<file path="config.mk">
export PLATFORM = sky130hd
export DESIGN_NAME = mjt_div
export DESIGN_NICKNAME = d
export VERILOG_FILES = /design/src/hdl/mjt_div.sv
export SDC_FILE = /design/constraint.sdc
export NUM_CORES = 2
export LEC_CHECK = 0
export BUFFER_PORTS_ARGS = -buffer_cell sky130_fd_sc_hd__buf_4
export CAP_MARGIN = 20
export CORE_ASPECT_RATIO = 1.75
export CORE_MARGIN = 4
export CORE_UTILIZATION = 63
export CTS_CLUSTER_DIAMETER = 120
export DETAILED_ROUTE_END_ITERATION = 8
export PLACE_DENSITY = 0.8
export RECOVER_POWER = 50
export SETUP_SLACK_MARGIN = 0.15
export SLEW_MARGIN = 20
export SYNTH_ARGS = -nofsm -noshare
export SYNTH_HDL_FRONTEND = slang
export SYNTH_SLANG_ARGS = --single-unit
</file>
<file path="constraint.sdc">
create_clock -name clk_i -period 4.5 [get_ports clk_i]
set_clock_uncertainty 0.15 [all_clocks]
set_input_delay 0.675 -clock clk_i [delete_from_list [all_inputs] [get_ports clk_i]]
set_output_delay 0.675 -clock clk_i [all_outputs]
set_load 0.05 [all_outputs]
</file>
<file path="src/hdl/mjt_div.sv">
// ----------------------------------------------------------------------------
// mjt_div: pipelined restoring divider
// one quotient bit per stage; the partial remainder enters below the
// divisor and the numerator low bits are shifted in one per stage
// ----------------------------------------------------------------------------
module mjt_div #(
  parameter int DW = 31,
  parameter int QW = 30,
  parameter int SW = 2
) (
  input  logic          clk_i,
  input  logic          rst_ni,
  input  logic          en_i,
  input  logic          valid_i,
  input  logic [DW-1:0] rem_i,
  input  logic [QW-1:0] num_i,
  input  logic [SW-1:0] side_i,
  input  logic [DW-1:0] divisor_i,
  output logic          valid_o,
  output logic [QW-1:0] quo_o,
  output logic [SW-1:0] side_o
);

  logic [QW-1:0] vld_q;
  logic [DW-1:0] rem_q  [QW];
  logic [QW-1:0] num_q  [QW];
  logic [QW-1:0] quo_q  [QW];
  logic [SW-1:0] side_q [QW];

  for (genvar k = 0; k < QW; k++) begin : g_stage
    logic          src_vld;
    logic [DW-1:0] src_rem;
    logic [QW-1:0] src_num;
    logic [QW-1:0] src_quo;
    logic [SW-1:0] src_side;
    logic [DW:0]   trial;
    logic [DW:0]   diff;
    logic [QW:0]   quo_ext;
    logic          ge;

    if (k == 0) begin : g_first
      assign src_vld  = valid_i;
      assign src_rem  = rem_i;
      assign src_num  = num_i;
      assign src_quo  = '0;
      assign src_side = side_i;
    end else begin : g_next
      assign src_vld  = vld_q[k-1];
      assign src_rem  = rem_q[k-1];
      assign src_num  = num_q[k-1];
      assign src_quo  = quo_q[k-1];
      assign src_side = side_q[k-1];
    end

    // shift in next numerator bit, subtract when it fits
    assign trial   = {src_rem, src_num[QW-1]};
    assign ge      = trial >= {1'b0, divisor_i};
    assign diff    = trial - {1'b0, divisor_i};
    assign quo_ext = {src_quo, ge};

    always_ff @(posedge clk_i or negedge rst_ni) begin
      if (!rst_ni) begin
        vld_q[k] <= 1'b0;
      end else if (en_i) begin
        vld_q[k] <= src_vld;
      end
    end

    always_ff @(posedge clk_i) begin
      if (en_i) begin
        rem_q[k]  <= ge ? diff[DW-1:0] : trial[DW-1:0];
        num_q[k]  <= {src_num[QW-2:0], 1'b0};
        quo_q[k]  <= quo_ext[QW-1:0];
        side_q[k] <= src_side;
      end
    end
  end

  assign valid_o = vld_q[QW-1];
  assign quo_o   = quo_q[QW-1];
  assign side_o  = side_q[QW-1];

endmodule

</file>
==> flow_summary.toml <==
[status]
status = "finished with violations"
violations = "max-capacitance violations, max-slew violations"

[setup_path]
rr_endpoint = "rem_q[1][68]"
path_max_fanout = 103
cp_data_arrival_time_ps = 4420
critPathRequiredTime_ps = 4780
worstPathCellList = "clkbuf_2 > buf_12 > buf_2"
crit_type = "input port to register"
endpoint_kind = "register"
r2r_slack_ps = 390
cp_slowest_stage_delay_ps = 2490
crit_slowest_cell = "clkbuf_2"
crit_path_start_kind = "input port"
r2r_start = "num_q[2][57]"
reg2regPathDepth = 16

[clocking]
clkTransAtPathRegs_ps = 70
clock_sinks = 1889
cts-buffers-inserted = 178
cts_buffer_depth = 4
htree_levels = 4
cts_tree = "yes"
cts_root_buf = "clkbuf_16"
clk_latency_ps = 840

[drt]
avgRoutedWirePerCell_um = 24.5
drc = 0
wl_um = 319000
dr.pass1.iters = 8
ant_nets = 0
drt_iter0_markers = 6244
avgViaCountPerCell = 6.32
via_count = 82500

[floorplanning]
die-area_um2 = 183000
chipHeight_um = 562
start_util_pct = 63.3
coreArea_um2 = 175000
rows = 203
pin_count = 131
die_x_um = 325

[grt]
antenna_found_initial = 4
grt_pass1_wl_um = 481000
grt_usage_pct = 34.4
overflow = 0
grt_pass1_vias = 84800
grt_max_degree = 129

[placement]
dp_hpwl_um = 237000
numPortBuffers = 130
dp_cells = 12700
gp_congestion = 0.992

[synthesis]
synthArstFlopShare_pct = 1.59
netlist_instances = 9677
synth_enable_flop_cells = 1859
ys_warn_count = 0
synth_seq_cells = 1889
syn_area_um2 = 111000
synth-seq-area-share_pct = 51.1
synthDistinctLibCells = 97
synth_fp_nets = 10700
synth-main-ff-cell = "edfxtp_1"
avgSynthCellArea_um2 = 11.4

[sta]
worstMarginPinSlew_ps = 3710
rsz0062_at_grt = "no"
finalMaxSlewViolations = 95
hold_viol = 0
setup_viol = 0
finalCriticalPeriod_ps = 4140
hold_ws_ps = 49.2
max-slew-margin-rel_pct = -147
fin_crit_sh_pct = 92.0
fmax_ghz = 0.242

[layout]
nets = 11700
layout_common_cells = "edfxtp_1, a21oi_1, ha_1"
drive_gt1_share_pct = 15.7
synthToLayoutAreaGrowth_pct = 15.2
final_common_cell = "edfxtp_1"
fin_cells = 13000

[power]
powerDensity_nw_per_um2 = 781
leakage_uw = 0.0517
irDropWorstVdd_mv = 0.510

[job]
drv_cap = 1

[worst_hold_path]
holdPathStages = 2
min_to = "rem_q[0][4]"
hold_path.class = "input port to register"
hold_path_startpoint = "rem_i[3]"
## worst max-delay path, delay by kind of cell
family | cells | cell delay, ps
buffers and inverters | 3 | 3580
## flip-flops by register name (all words and copies together) (netlist names)
register / cells
side_q: 60
g_stage.src_vld: 29
quo_q: 465
num_q: 435
rem_q: 899
valid_o: 1
## repair_timing
action / CTS / global route
endpoints found under the setup margin: 0 / 7
hold buffers: 48 / 0
endpoints found under the hold margin: 77 / 0
buffers inserted: 0 / 1
gates resized for setup: 0 / 1
## metrics by stage
stage / setup TNS, ps / total power, uW / util, % / worst slack [ps] / cell area (um2)
2_1_floorplan: 0 / 65200 / - / 158 / 111000
3_3_place_gp: -474 / 81600 / 69.4 / -116 / 121000
3_5_place_dp: -991 / 82900 / 69.4 / -176 / 121000
4_1_cts: 0 / 99300 / 73.0 / 337 / 128000
5_1_grt: 0 / 106000 / 73.0 / 156 / 128000
6_report: 0 / 99600 / 73.0 / 361 / 128000
## power by group
| part | switching, uW | internal [uW] | total [uW] |
|---|---|---|---|
| Combinational | 28100 | 24400 | 52500 |
| Clock | 6830 | 8760 | 15600 |
| Sequential | 3970 | 27500 | 31500 |
## routing by layer
layer	track usage, %	up-vias	wire length [um]
met5	0	-	0
met4	29.2	0	33800
met3	4.47	1166	16700
met2	62.8	2834	163000
met1	34.7	39800	106000
li1	-	38600	-
## cell type report
type / instances / area (um2)
diodes: 4 / 10.0
fillers: 11900 / 47200
clock buffers: 200 / 4560
multi-input cells: 7279 / 52300
inverters: 296 / 1130
clock inverters: 118 / 1350
well taps: 2255 / 2820
repair buffers: 1007 / 8770
flip-flops and latches: 1889 / 56600
## synth_stat cells, types with 32 or more instances
master,instances,share of area (%)
nand3_1,133,0.60
and3_1,76,0.43
clkbuf_1,157,0.53
a21oi_1,953,4.3
a21boi_0,43,0.29
nand2b_1,134,0.76
o211ai_1,41,0.28
o21ai_0,656,3.0
inv_1,295,1.0
xor2_1,288,2.3
a21o_1,477,3.2
nor2_1,634,2.2
or3_1,38,0.21
o31ai_1,59,0.40
and2_1,37,0.21
xnor2_1,473,3.7
a211oi_1,57,0.39
nor2b_1,141,0.80
buf_2,44,0.20
ha_1,930,11
a211o_1,34,0.27
nand2_1,692,2.3
edfxtp_1,1859,50
a31oi_1,80,0.45
o21bai_1,105,0.71
mux2_1,32,0.33
nand4_1,137,0.77
o21a_1,120,0.81
mux2_2,343,3.5
nor3_1,112,0.51
## worst max-delay path by stage
stage	startpoint	endpoint	slack [ps]	cells after the start
6_report	en_i	rem_q[7][26]	360	3
5_1_grt	en_i	rem_q[7][22]	160	3
4_1_cts	num_q[13][28]	rem_q[6][123]	340	15
3_5_place_dp	divisor_i[1]	rem_q[6][91]	-180	15
3_3_place_gp	divisor_i[0]	rem_q[1][43]	-120	17
2_1_floorplan	divisor_i[9]	rem_q[5][34]	160	13
## cells by family after synthesis
kind of cell | count (synthesis) | synth area share, %
compound gates | 2905 | 16.4
simple gates | 2255 | 9.61
flops | 1889 | 51.1
fa+ha+maj | 959 | 11.0
xor+xnor | 761 | 6.02
buf+inv | 509 | 1.78
mux | 399 | 4.03
Note: power is estimated with default switching activity, not from simulation.
